--- src/hdl/mstimer_pkg.sv ---
`default_nettype none

package mstimer_pkg;

   // Default number of timestamp slots, slot 0 being the running clock.
   localparam int MST_NUM_SLOTS = 9;

   localparam int MST_TPS_W = 16;
   localparam int MST_MIN_W = 7;
   localparam int MST_SEC_W = 6;
   localparam int MST_CHAR_W = 7;

   localparam logic [MST_TPS_W-1:0] MST_TPS_RESET = 16'd1000;
   localparam logic [MST_MIN_W-1:0] MST_MAX_MIN = 7'd99;
   localparam logic [MST_SEC_W-1:0] MST_MAX_SEC = 6'd59;
   localparam logic [MST_CHAR_W-1:0] MST_CHAR_ZERO = 7'h30;
   localparam logic [MST_CHAR_W-1:0] MST_CHAR_COLON = 7'h3A;

   typedef enum logic [1:0] {
      CMD_TICK = 2'd0,
      CMD_WRITE = 2'd1,
      CMD_DISPLAY = 2'd2,
      CMD_NONE = 2'd3
   } cmd_type;

   typedef enum logic [2:0] {
      SEL_MIN_TENS = 3'd0,
      SEL_MIN_ONES = 3'd1,
      SEL_COLON = 3'd2,
      SEL_SEC_TENS = 3'd3,
      SEL_SEC_ONES = 3'd4
   } char_sel_type;

   // Each waiting state names the character that is loaded next.
   typedef enum logic [2:0] {
      ST_IDLE,
      ST_MIN_ONES,
      ST_COLON,
      ST_SEC_TENS,
      ST_SEC_ONES
   } state_type;

   typedef struct packed {
      logic exec;
      logic load_char;
      char_sel_type char_sel;
   } dp_cmd_type;

   typedef struct packed {
      logic display_ok;
      logic out_full;
   } dp_status_type;

   // Tens digit of a value below 100, found with independent compares.
   function automatic logic [3:0] tens_digit(input logic [MST_MIN_W-1:0] v);
      logic [3:0] t;
      t = 4'd0;
      for (int i = 1; i < 10; i++) begin
         if (v >= 7'(10 * i)) begin
            t = 4'(i);
         end
      end
      return t;
   endfunction

   function automatic logic [3:0] ones_digit(input logic [MST_MIN_W-1:0] v);
      logic [3:0] t;
      logic [MST_MIN_W-1:0] r;
      t = tens_digit(v);
      r = v - (7'(t) * 7'd10);
      return r[3:0];
   endfunction

endpackage

`default_nettype wire

--- src/hdl/mstimer_ctrl.sv ---
`default_nettype none

module mstimer_ctrl
   import mstimer_pkg::*;
(
   input  wire logic          clock,
   input  wire logic          reset,
   input  wire logic          req_valid,
   output logic               req_ready,
   input  wire logic          rsp_ready,
   input  wire dp_status_type status,
   output dp_cmd_type         cmd
);

   state_type state_ff;
   state_type state_in;
   logic out_free;

   // The output register can take a new word when empty or emptied now.
   assign out_free = !status.out_full || rsp_ready;

   always_ff @(posedge clock) begin
      if (reset) begin
         state_ff <= ST_IDLE;
      end else begin
         state_ff <= state_in;
      end
   end

   always_comb begin
      state_in = state_ff;
      unique case (state_ff)
         ST_IDLE: begin
            if (req_valid && out_free && status.display_ok) begin
               state_in = ST_MIN_ONES;
            end
         end
         ST_MIN_ONES: if (out_free) state_in = ST_COLON;
         ST_COLON:    if (out_free) state_in = ST_SEC_TENS;
         ST_SEC_TENS: if (out_free) state_in = ST_SEC_ONES;
         ST_SEC_ONES: if (out_free) state_in = ST_IDLE;
         default:     state_in = ST_IDLE;
      endcase
   end

   always_comb begin
      req_ready = 1'b0;
      cmd.exec = 1'b0;
      cmd.load_char = 1'b0;
      cmd.char_sel = SEL_MIN_TENS;
      unique case (state_ff)
         ST_IDLE: begin
            req_ready = out_free;
            cmd.exec = req_valid && out_free;
         end
         ST_MIN_ONES: begin
            cmd.load_char = out_free;
            cmd.char_sel = SEL_MIN_ONES;
         end
         ST_COLON: begin
            cmd.load_char = out_free;
            cmd.char_sel = SEL_COLON;
         end
         ST_SEC_TENS: begin
            cmd.load_char = out_free;
            cmd.char_sel = SEL_SEC_TENS;
         end
         ST_SEC_ONES: begin
            cmd.load_char = out_free;
            cmd.char_sel = SEL_SEC_ONES;
         end
         default: begin
            req_ready = 1'b0;
         end
      endcase
   end

endmodule

`default_nettype wire

--- src/hdl/mstimer_dp.sv ---
`default_nettype none

module mstimer_dp
   import mstimer_pkg::*;
#(
   parameter int NUM_SLOTS = MST_NUM_SLOTS
) (
   input  wire logic                  clock,
   input  wire logic                  reset,
   input  wire logic                  csr_write,
   input  wire logic [MST_TPS_W-1:0]  csr_data,
   input  wire logic [1:0]            req_command,
   input  wire logic [3:0]            req_slot,
   input  wire logic [MST_MIN_W-1:0]  req_new_minutes,
   input  wire logic [MST_SEC_W-1:0]  req_new_seconds,
   input  wire dp_cmd_type            cmd,
   output dp_status_type              status,
   input  wire logic                  rsp_ready,
   output logic                       rsp_valid,
   output logic [MST_CHAR_W-1:0]      rsp_char_code,
   output logic                       rsp_char_valid,
   output logic                       rsp_last,
   output logic [MST_MIN_W-1:0]       rsp_clock_minutes,
   output logic [MST_SEC_W-1:0]       rsp_clock_seconds
);

   localparam int IDX_W = (NUM_SLOTS > 1) ? $clog2(NUM_SLOTS) : 1;

   logic [MST_TPS_W-1:0] tps_ff;
   logic [MST_TPS_W-1:0] cnt_ff;
   logic [MST_TPS_W-1:0] cnt_in;
   logic [MST_TPS_W-1:0] cnt_inc;
   logic [MST_MIN_W-1:0] min_ff [NUM_SLOTS];
   logic [MST_MIN_W-1:0] min_in [NUM_SLOTS];
   logic [MST_SEC_W-1:0] sec_ff [NUM_SLOTS];
   logic [MST_SEC_W-1:0] sec_in [NUM_SLOTS];
   logic [IDX_W-1:0]     slot_ff;
   logic [IDX_W-1:0]     req_idx;
   logic [IDX_W-1:0]     disp_idx;
   logic                 slot_ok;
   logic [MST_MIN_W-1:0] sat_min;
   logic [MST_SEC_W-1:0] sat_sec;
   logic [MST_MIN_W-1:0] disp_min;
   logic [MST_SEC_W-1:0] disp_sec;
   char_sel_type         sel;
   logic [3:0]           digit;
   logic [MST_CHAR_W-1:0] char_val;

   logic                  rsp_valid_ff;
   logic                  rsp_valid_in;
   logic [MST_CHAR_W-1:0] char_ff;
   logic                  char_valid_ff;
   logic                  last_ff;
   logic [MST_MIN_W-1:0]  clk_min_ff;
   logic [MST_SEC_W-1:0]  clk_sec_ff;

   assign req_idx = req_slot[IDX_W-1:0];
   assign slot_ok = {1'b0, req_slot} < 5'(NUM_SLOTS);
   assign sat_min = (req_new_minutes > MST_MAX_MIN) ? MST_MAX_MIN : req_new_minutes;
   assign sat_sec = (req_new_seconds > MST_MAX_SEC) ? MST_MAX_SEC : req_new_seconds;
   assign cnt_inc = cnt_ff + 16'd1;

   assign status.display_ok = (cmd_type'(req_command) == CMD_DISPLAY) && slot_ok;
   assign status.out_full = rsp_valid_ff;

   // Next value of the tick counter and of the timestamp table.
   always_comb begin
      cnt_in = cnt_ff;
      min_in = min_ff;
      sec_in = sec_ff;
      if (cmd.exec) begin
         unique case (cmd_type'(req_command))
            CMD_TICK: begin
               if (cnt_inc >= tps_ff) begin
                  cnt_in = '0;
                  if (sec_ff[0] >= MST_MAX_SEC) begin
                     sec_in[0] = '0;
                     min_in[0] = (min_ff[0] >= MST_MAX_MIN) ? '0 : min_ff[0] + 7'd1;
                  end else begin
                     sec_in[0] = sec_ff[0] + 6'd1;
                  end
               end else begin
                  cnt_in = cnt_inc;
               end
            end
            CMD_WRITE: begin
               if (slot_ok) begin
                  min_in[req_idx] = sat_min;
                  sec_in[req_idx] = sat_sec;
                  cnt_in = '0;
               end
            end
            CMD_DISPLAY, CMD_NONE: begin
               cnt_in = cnt_ff;
            end
         endcase
      end
   end

   // The slot being shown is read from the request at acceptance and from
   // the latched slot while the remaining characters go out.
   assign disp_idx = cmd.exec ? req_idx : slot_ff;

   always_comb begin
      disp_min = '0;
      disp_sec = '0;
      if ({1'b0, disp_idx} < (IDX_W + 1)'(NUM_SLOTS)) begin
         disp_min = min_ff[disp_idx];
         disp_sec = sec_ff[disp_idx];
      end
   end

   assign sel = cmd.exec ? SEL_MIN_TENS : cmd.char_sel;

   always_comb begin
      digit = 4'd0;
      char_val = MST_CHAR_COLON;
      unique case (sel)
         SEL_MIN_TENS: digit = tens_digit(disp_min);
         SEL_MIN_ONES: digit = ones_digit(disp_min);
         SEL_SEC_TENS: digit = tens_digit({1'b0, disp_sec});
         SEL_SEC_ONES: digit = ones_digit({1'b0, disp_sec});
         default:      digit = 4'd0;
      endcase
      if (sel != SEL_COLON) begin
         char_val = MST_CHAR_ZERO + {3'b000, digit};
      end
   end

   always_comb begin
      rsp_valid_in = rsp_valid_ff;
      if (cmd.exec || cmd.load_char) begin
         rsp_valid_in = 1'b1;
      end else if (rsp_ready) begin
         rsp_valid_in = 1'b0;
      end
   end

   always_ff @(posedge clock) begin
      if (reset) begin
         tps_ff <= MST_TPS_RESET;
         cnt_ff <= '0;
         rsp_valid_ff <= 1'b0;
         for (int i = 0; i < NUM_SLOTS; i++) begin
            min_ff[i] <= '0;
            sec_ff[i] <= '0;
         end
      end else begin
         if (csr_write) begin
            tps_ff <= csr_data;
         end
         cnt_ff <= cnt_in;
         min_ff <= min_in;
         sec_ff <= sec_in;
         rsp_valid_ff <= rsp_valid_in;
      end
   end

   always_ff @(posedge clock) begin
      if (cmd.exec) begin
         slot_ff <= req_idx;
         clk_min_ff <= min_in[0];
         clk_sec_ff <= sec_in[0];
         if (status.display_ok) begin
            char_ff <= char_val;
            char_valid_ff <= 1'b1;
            last_ff <= 1'b0;
         end else begin
            char_ff <= '0;
            char_valid_ff <= 1'b0;
            last_ff <= 1'b1;
         end
      end else if (cmd.load_char) begin
         char_ff <= char_val;
         char_valid_ff <= 1'b1;
         last_ff <= (cmd.char_sel == SEL_SEC_ONES);
      end
   end

   assign rsp_valid = rsp_valid_ff;
   assign rsp_char_code = char_ff;
   assign rsp_char_valid = char_valid_ff;
   assign rsp_last = last_ff;
   assign rsp_clock_minutes = clk_min_ff;
   assign rsp_clock_seconds = clk_sec_ff;

endmodule

`default_nettype wire

--- src/hdl/minute_second_timer_with_display.sv ---
// Minute:second timer with an ASCII MM:SS display of its timestamp slots.
// Request words carry a command (tick, write timestamp, display slot), a slot
// and the minutes and seconds for a write. Every request gives one response
// word, except a display of an existing slot, which gives five words: two
// minute digits, a colon and two second digits, with last set on the fifth.
// Every response word also reports the running clock (slot 0) after the step.
// The csr channel writes ticks_per_second; it is always ready and should be
// used only while no request is in flight.
// A response word is loaded into the output register when its request is
// accepted. Tick, write and ignored requests sustain one per cycle while the
// receiver keeps rsp_ready high. A display holds the request side while the
// controller steps through the remaining characters, one word at a time.
// When the receiver stalls, the output register holds its word and the next
// request or character waits until that word is taken.
// Synchronous reset clears the tick count and every timestamp slot at once
// and sets ticks_per_second to 1000.
`default_nettype none

module minute_second_timer_with_display
   import mstimer_pkg::*;
#(
   parameter int NUM_SLOTS = MST_NUM_SLOTS
) (
   input  wire logic                  clock,
   input  wire logic                  reset,
   input  wire logic                  csr_valid,
   output logic                       csr_ready,
   input  wire logic [MST_TPS_W-1:0]  csr_data,
   input  wire logic                  req_valid,
   output logic                       req_ready,
   input  wire logic [1:0]            req_command,
   input  wire logic [3:0]            req_slot,
   input  wire logic [MST_MIN_W-1:0]  req_new_minutes,
   input  wire logic [MST_SEC_W-1:0]  req_new_seconds,
   output logic                       rsp_valid,
   input  wire logic                  rsp_ready,
   output logic [MST_CHAR_W-1:0]      rsp_char_code,
   output logic                       rsp_char_valid,
   output logic                       rsp_last,
   output logic [MST_MIN_W-1:0]       rsp_clock_minutes,
   output logic [MST_SEC_W-1:0]       rsp_clock_seconds
);

   dp_cmd_type    cmd;
   dp_status_type status;

   // The register write completes in the cycle it is presented.
   assign csr_ready = 1'b1;

   // The controller sequences request acceptance and the display characters.
   mstimer_ctrl u_ctrl (
      .clock     (clock),
      .reset     (reset),
      .req_valid (req_valid),
      .req_ready (req_ready),
      .rsp_ready (rsp_ready),
      .status    (status),
      .cmd       (cmd)
   );

   // The datapath holds the counter, the timestamp slots and the output word.
   mstimer_dp #(
      .NUM_SLOTS (NUM_SLOTS)
   ) u_dp (
      .clock             (clock),
      .reset             (reset),
      .csr_write         (csr_valid && csr_ready),
      .csr_data          (csr_data),
      .req_command       (req_command),
      .req_slot          (req_slot),
      .req_new_minutes   (req_new_minutes),
      .req_new_seconds   (req_new_seconds),
      .cmd               (cmd),
      .status            (status),
      .rsp_ready         (rsp_ready),
      .rsp_valid         (rsp_valid),
      .rsp_char_code     (rsp_char_code),
      .rsp_char_valid    (rsp_char_valid),
      .rsp_last          (rsp_last),
      .rsp_clock_minutes (rsp_clock_minutes),
      .rsp_clock_seconds (rsp_clock_seconds)
   );

endmodule

`default_nettype wire

--- config.mk ---
export PLATFORM = sky130hd
export DESIGN_NAME = minute_second_timer_with_display
export DESIGN_NICKNAME = d
export VERILOG_FILES = /design/src/hdl/mstimer_pkg.sv /design/src/hdl/mstimer_ctrl.sv /design/src/hdl/mstimer_dp.sv /design/src/hdl/minute_second_timer_with_display.sv
export SDC_FILE = /design/constraint.sdc
export NUM_CORES = 1
export LEC_CHECK = 0
export ABC_AREA = 0
export BUFFER_PORTS_ARGS = -buffer_cell sky130_fd_sc_hd__buf_2
export CORE_MARGIN = 4
export CORE_UTILIZATION = 55
export CTS_BUF_LIST = sky130_fd_sc_hd__clkbuf_4 sky130_fd_sc_hd__clkbuf_8
export CTS_CLUSTER_DIAMETER = 150
export DETAILED_ROUTE_END_ITERATION = 16
export PLACE_DENSITY = 0.71
export SYNTH_ARGS = -nofsm -noshare
export SYNTH_HDL_FRONTEND = slang
export SYNTH_SLANG_ARGS = --single-unit
--- constraint.sdc ---
create_clock -name clock -period 9.8 [get_ports clock]
set_input_delay 1.47 -clock clock [delete_from_list [all_inputs] [get_ports clock]]
set_output_delay 1.47 -clock clock [all_outputs]
set_load 0.05 [all_outputs]
# After elaboration in Yosys (flattened, before gate mapping)
# Cells that the tools add are included.
# W data, S select, Z words.
# totals
inputBits	40
elab_cells	177
output_inout_bits	25
regBits	179
# classes
n_mul	2
muxes	76
reduce_logical	16
bitwise	3
magnitude_cmp	28
add_sub_neg	6
n_eq_ne	18
# ops
cell	n
$mux W63	2
$mux W54	2
$mux W7	12
$bwmux W63	1
$mux W56	1
$bwmux W54	1
$mux W4	12
$mux W48	1
$mux W6	7
$mux W16	2
$pmux W16 S2	1
$pmux W4 S4	2
$mux W3	10
$bmux W7 S4	1
$demux W7 S4	1
$ge A7 B7 Y1 const B	4
$bmux W6 S4	1
$demux W6 S4	1
$ge A6 B6 Y1 const B	4
$ge A6 B7 Y1 const B	3
$ge A7 B6 Y1 const B	3
$add A16 B1 Y16 const B	1
$ge A16 B16 Y1	1
$pmux W3 S5	1
36 further kinds	74

# Longest topological paths before layout
# Gate-level depths: netlist (run 1).
# depth
ltp_word	28
depth_mapped	21
depth_no_buf	18

# Modules after synthesis
# From an unflattened synthesis (run 1), not the netlist that was laid out.
# unflattened
cells_unflattened	1062
area_unflattened_um2	8997.4
# modules_own_cells
mod	seq_area_each_um2	area_each_um2	cells_each	instances
mstimer_dp	3653.5	8793.4	1038	1
mstimer_ctrl	60.1	192.7	22	1
minute_second_timer_with_display	0.0	11.3	2	1

# Least setup slack after synthesis (run 1)
# Ideal clock, no wire load.
# synth_timing
kind	input-to-reg
from	input rsp_ready
to	register u_dp.char_ff[3] (netlist: u_dp.rsp_char_code[3]), data pin
path_buffers	2
stages	19
required_time_ps	9543
arrival_time_ps	4993
slack_ps	4550
setup_ps	257
cell_sequence	nand2b_1 -> nand4b_4 -> clkinv_1 -> mux2i_1 -> buf_2 -> nand2_1 -> o21ai_0 -> or3_1 -> clkbuf_1 -> a21oi_1 -> a22oi_1 -> o31ai_1 -> a31oi_4 -> ha_1 -> inv_1 -> fa_1 -> xnor2_1 -> xnor2_1 -> a32o_1
# synth_lines
element	line	text
start: declaration	minute_second_timer_with_display.sv:36	input wire logic rsp_ready,
end signal: assignment	mstimer_dp.sv:165	char_ff <= char_val;
end signal: assignment	mstimer_dp.sv:174	char_ff <= char_val;
end: declaration	mstimer_dp.sv:51	logic [MST_CHAR_W-1:0] char_ff;

==> results_dict.tcl, run 1 <==
set metrics [dict create \
    drv_slew 0 \
    slowest_delay_ns 0.98 \
    grt_pass1_vias 7322 \
    dieArea_sq_um 18810 \
    cp.required_ns 10.02 \
    synth_seq_area_share_pct 40.47 \
    place_hpwl_mm 16.69 \
    grt_pass1_wl_mm 39.10 \
    yosysTopAreaCell "dfxtp_1" \
    fmax_mhz 169.3 \
    rsz0062_at_grt "false" \
    globalplace.congestion 0.9493 \
    final_cell_mix "222 x nand2_1, 157 x dfxtp_1, 113 x a21oi_1" \
    grt_use_met3_pct 3.971 \
    ctsHtreeMaxLevel 4 \
    drc 0 \
    seq_area_sq_um 3714 \
    firstDrtPassIters 6 \
    crit_family "simple AND/OR/NAND/NOR gates" \
    min_period_over_period_pct 60.27 \
    finalInstanceArea_sq_um 9953 \
    met2_usage_pct 43.00 \
    crit_path_start_kind "input pin" \
    finalNonFillerCells 1378 \
    maxCapViolCount 0 \
    power.switching_uw 427.6 \
    yosysUniqueCellTypes 78 \
    synthArstFlopShare_pct 0 \
    swShare_pct 28.34 \
    yosys_warnings 0 \
    cp_num_buf_inv 3 \
    path_clk_slew_ns 0.09 \
    cts-root-buf "clkbuf_8" \
    core_area_sq_um 16120 \
    critical_path_class "input pin to register" \
    grtUsageTotal_pct 26.68 \
    use_met1_pct 36.59 \
    multiInputGateArea_sq_um 5029 \
    synth.top_cell.area_share_pct 34.26 \
    yosys-top-cells-area "dfxtp_1 34%, nand2_1 9.1%, edfxtp_1 6.2%" \
    slowest_stage "mux2i_2" \
    place_area_sq_um 9527 \
    finalHoldViolations 0 \
    clock_skew_ns 0.009818 \
    area_delta_synth_final_pct 8.482 \
    syn_nets 1197 \
    path_max_fanout 19 \
    ctsHoldBuffers 0 \
    avgSynthCellArea_sq_um 8.091 \
    routed_wl_mm 24.66 \
    diodes 0 \
    portBuffers 62 \
    placed_cells 1346 \
    cts_setup_buffers 0 \
    cts.sink_count 176 \
    vias_per_cell 5.875 \
    clockPowerShare_pct 36.3 \
    grt_max_degree 84 \
    top_usage_layer "met2" \
    die_h_microns 137.2 \
    cts_tree "built" \
    antenna_found_initial 0 \
    critPathMostFrequentCell "o21ai_0" \
    ioPinCount 65 \
    cellInternalPower_uw 1081 \
    power.density_nw_per_um2 151.6 \
    setup-tns-final_ns 0 \
    ir_drop_v 0.0001160 \
    drtIter0Drc 913 \
    cts_buffers 17 \
    synth_edf_count 19 \
    wl_per_cell_microns 17.89 \
    end_kind "register" \
    initial_core_util_pct 56.93 \
    setup_viol 0 \
    cts_buffer_depth 2 \
    ant_nets 0 \
    cts_resized 0 \
    post_route_cells_drive_above_1_share_pct 11.36 \
    p_leak_uw 0.003744 \
    synth.ff_latch_count 176 \
    layout_commonest_cell "nand2_1" \
    period_minus_slack_ns 5.907 \
    relSlewSlack_pct 8.097 \
    hp-class "register to register" \
    grt_overflow_total 0 \
    path_cells "buf_2, nand2b_1, nand4b_4, clkinv_1, mux2i_2, nand2_1, o21ai_0, or3_1, nor2b_1, o21ai_0, a31oi_1, ha_1, inv_1, fa_1, xnor2_1, nand3_1, a32o_1" \
    placementRows 46 \
    seqPwrFrac_pct 50.2 \
    combPwrFrac_pct 13.6 \
    nets 1212 \
    nFillCells 1474 \
    synth_ff_type "dfxtp_1" \
    vias 8096 \
    worst-slew-pin-transition_ns 1.367 \
    synthCells 1134 \
    status "complete, no violations" \
    dieWidth_microns 137.2 \
    synth_area_sq_um 9175 \
    arrival_ns 6.13 \
    clock_latency_ns 0.47 \
]
[final cells by class]
cell class | instances | area share, %
clock buffer | 18 | 2.426
clock inverter | 14 | 1.860
tap | 216 | 2.715
inverter | 35 | 1.345
multi-input combinational | 848 | 50.52
timing repair buffer | 71 | 3.821
sequential | 176 | 37.31
[sequential cells by signal (all words and copies together), names as in the netlist]
| signal | flops |
|---|---|
| u_dp.slot_ff | 4 |
| u_dp.cnt_ff | 16 |
| u_dp.min_ff | 63 |
| u_dp.rsp_valid | 1 |
| u_dp.tps_ff | 16 |
| u_dp.rsp_clock_minutes | 7 |
| u_dp.rsp_clock_seconds | 6 |
| u_dp.sec_ff | 54 |
| u_dp.rsp_char_code | 5 |
| u_dp.rsp_last | 1 |
| u_ctrl.state_ff | 3 |
[metrics by stage]
stage	power (uW)	utilization [%]	hold slack [ns]	setup WS, ns
after CTS	1517	61.76	0.4559	3.899
after detailed placement	976.1	59.11	0.4446	3.416
after global routing	1566	61.76	0.4749	3.486
after floorplan	923.5	-	0.4287	4.550
final	1509	61.76	0.4525	3.893
after global placement	975.0	59.11	0.4369	3.595
[power groups by stage]
stage / sequential [uW] / clock [uW] / combinational [uW]
2_1_floorplan: 793 / 0 / 130
3_3_place_gp: 774 / 0 / 202
3_5_place_dp: 773 / 0 / 203
4_1_cts: 757 / 557 / 203
5_1_grt: 759 / 587 / 220
6_report: 757 / 547 / 205
[cell families after synthesis]
group | synth area share [%]
other | 0.08185
flip-flops | 40.47
buffers and inverters | 5.018
AO/OA/AOI/OAI | 18.91
XOR/XNOR | 1.814
adder cells (fa/ha/maj) | 3.409
multiplexers | 7.337
AND/OR/NAND/NOR | 22.95
[synth_stat cells, drive strengths merged, types with 4 or more instances]
cell type and n:
nand2 222, dfxtp 157, a21oi 114, nor2 113
clkbuf 61, mux2i 58, o21ai 37, inv 34
nand3 29, nand2b 22, ha 21, a211oi 20
and2 19, edfxtp 19, nor3 17, a31oi 15
buf 14, and3 13, a22oi 12, o211ai 11
o22ai 11, xnor2 11, a22o 10, or3 9
xor2 8, a21o 7, nor2b 7, nor4 7
a2111o 4, a31o 4, nand4 4, o31ai 4
[path summary, 6_finish.rpt]
| check | from | to | cells after the start | slack (ns) |
|---|---|---|---|---|
| setup reg to reg | u_ctrl.state_ff[2] | u_dp.rsp_char_code[3] | 15 | 4.34 |
| setup / recovery | rsp_ready | u_dp.rsp_char_code[3] | 17 | 3.89 |
| hold reg to reg | u_dp.min_ff[51] | u_dp.min_ff[51] | 2 | 0.45 |
| hold / removal | u_dp.min_ff[51] | u_dp.min_ff[51] | 2 | 0.45 |
[worst min-delay path: cells and delay by family (launching register included)]
kind               cells  cell delay [ns]
AOI/OAI and AO/OA      1             0.05
DFF                    1             0.31
and+or+nand+nor        1             0.05
[metal layers]
metal  wire length (microns)  vias to the layer above
met5                       0                        -
met4                     632                        0
met3                    1671                       40
met2                   11320                      320
met1                   11040                     3764
li1                        -                     3972
Power figures use the tool's default switching activity.
==> inputs of run 2 (changes only) <==
Settings changed: ABC_AREA 0 to 1.
Clock period 9.8 ns to 5.8 ns, I/O delays scaled along.
==> results_dict.tcl, run 2 <==
set metrics [dict create \
    reg_top3 "u_dp.min_ff (63), u_dp.sec_ff (54)" \
    drv_slew 0 \
    initial_core_util_pct 56.84 \
    vias_per_cell 5.647 \
    ctsHtreeMaxLevel 4 \
    period_minus_slack_ns 4.645 \
    ant_nets 0 \
    multiInputGateArea_sq_um 4593 \
    synth.top_cell.area_share_pct 34.31 \
    ir_drop_v 0.0002874 \
    cp.required_ns 6.13 \
    dieWidth_microns 137.1 \
    cts.sink_count 176 \
    cts_buffer_depth 2 \
    critPathMostFrequentCell "nand2_1" \
    syn_nets 1332 \
    avgSynthCellArea_sq_um 7.218 \
    finalHoldViolations 0 \
    wl_per_cell_microns 16.29 \
    seq_area_sq_um 3714 \
    cts_setup_buffers 0 \
    relSlewSlack_pct 28.80 \
    synth.ff_latch_count 176 \
    cts-root-buf "clkbuf_8" \
    portBuffers 62 \
    synth_edf_count 19 \
    drc 0 \
    die_h_microns 137.1 \
    setup_viol 0 \
    end_kind "register" \
    globalplace.congestion 0.9428 \
    drtIter0Drc 864 \
    ioPinCount 65 \
    yosysTopAreaCell "dfxtp_1" \
    layout_commonest_cell "nand2_1" \
    grt_max_degree 102 \
    antenna_found_initial 0 \
    hp-class "register to register" \
    slowest_stage "nand2_2" \
    slowest_delay_ns 0.65 \
    vias 8640 \
    routed_wl_mm 24.93 \
    fmax_mhz 215.3 \
    clock_skew_ns 0.01517 \
    post_route_cells_drive_above_1_share_pct 10.81 \
    power.density_nw_per_um2 439.7 \
    synth_seq_area_share_pct 40.54 \
    finalNonFillerCells 1530 \
    placed_cells 1498 \
    grtUsageTotal_pct 26.75 \
    worst-slew-pin-transition_ns 1.064 \
    cts_buffers 17 \
    diodes 0 \
    dieArea_sq_um 18780 \
    ctsHoldBuffers 0 \
    crit_path_start_kind "input pin" \
    grt_overflow_total 0 \
    final_cell_mix "225 x nand2_1, 157 x a21oi_1, 157 x dfxtp_1" \
    largest_register_ffs 63 \
    synth_area_sq_um 9160 \
    synthCells 1269 \
    layout.core_utilization_pct 61.66 \
    placementRows 46 \
    largest-register "u_dp.min_ff" \
    synth.most_common_cell "nand2_1" \
    path_max_fanout 46 \
    area_delta_synth_final_pct 8.482 \
    yosys_warnings 0 \
    setup-tns-final_ns 0 \
    core_area_sq_um 16120 \
    place_hpwl_mm 16.83 \
    synthArstFlopShare_pct 0 \
    cts_resized 0 \
    synth_ff_type "dfxtp_1" \
    synth_commonest_cells "225 x nand2_1, 157 x a21oi_1, 157 x dfxtp_1" \
    rsz0062_at_grt "false" \
    arrival_ns 4.98 \
    p_leak_uw 0.004132 \
    nFillCells 1529 \
    yosysUniqueCellTypes 51 \
    grt_pass1_wl_mm 39.41 \
    path_clk_slew_ns 0.09 \
    min_period_over_period_pct 80.08 \
    status "complete, no violations" \
    yosys-top-cells-area "dfxtp_1 34%, nand2_1 9.2%, a21oi_1 8.6%" \
    critical_path_class "input pin to register" \
    nets 1364 \
    grt_pass1_vias 7547 \
    maxCapViolCount 0 \
    clock_latency_ns 0.48 \
    cts_tree "built" \
    firstDrtPassIters 6 \
]
==> run 2: changes by cell type in the layout (fill, tap and decap cells not counted), moves of 10 or more <==
cell,previous run,this run
a21oi_1,113,157
a22o_1,10,0
and2_1,18,4
and3_1,13,0
inv_1,32,132
mux2i_1,55,0
nand2b_1,22,0
nand3_1,29,100
nor2_1,111,100
o21ai_0,35,147
==> run 2: power by group <==
| part | internal, uW | switching [uW] | total, uW |
|---|---|---|---|
| logic | 603 | 1480 | 2080 |
| clock network | 433 | 462 | 895 |
| registers | 1350 | 37.3 | 1390 |
==> run 2: worst max-delay path, delay by kind of cell <==
family          cells  cell delay (ns)
xor+xnor            1             0.18
simple gates       25             3.04
fa+ha+maj           2             0.52
compound gates      1             0.14
buf+inv             3             0.19
==> run 2: through the flow <==
step	hold slack, ns	setup WS, ns	total power, uW	instance area, sq um
floorplan	0.4245	1.702	3057	9160
CTS	0.4683	1.224	4350	9937
global route	0.4891	0.6563	4654	9937
finish	0.4657	1.155	4369	9937
global placement	0.4443	0.8528	3448	9525
detailed placement	0.4568	0.7751	3456	9525
==> run 2: cell families (layout without fill, tap and decap cells) <==
group                    Yosys count  after routing  share of synthesized area (%)
buffers and inverters            205            250                          9.315
AO/OA/AOI/OAI                    378            378                          22.77
adder cells (fa/ha/maj)           23             23                          3.306
other                              2              2                        0.08199
XOR/XNOR                          16             16                          1.530
flip-flops                       176            176                          40.54
AND/OR/NAND/NOR                  469            469                          22.46
==> run 2: final cells by class <==
cell class / count / share of cell area, %
repair buffers: 76 / 4.180
flip-flops and latches: 176 / 37.37
well taps: 216 / 2.720
multi-input cells: 888 / 46.22
clock inverters: 10 / 1.221
inverters: 142 / 5.364
clock buffers: 22 / 2.921
==> run 2: final timing paths <==
path	start	end	slack [ns]	cells after the start
worst min-delay path	u_dp.min_ff[6]	u_dp.min_ff[6]	0.47	2
worst max-delay path	rsp_ready	u_dp.rsp_char_code[3]	1.16	32
worst min register to register	u_dp.min_ff[6]	u_dp.min_ff[6]	0.47	2
worst max register to register	u_dp.rsp_valid	u_dp.rsp_char_code[3]	1.31	32
==> run 2: layer usage <==
metal / part of all wire (%) / wire (microns) / global-route usage [%] / vias up
met3: 7.9 / 1971 / 5.110 / 47
met1: 46 / 11540 / 38.57 / 3925
li1: - / - / - / 4318
met4: 3.1 / 764 / 9.701 / 0
met5: 0 / 0 / 0 / -
met2: 43 / 10650 / 39.81 / 350
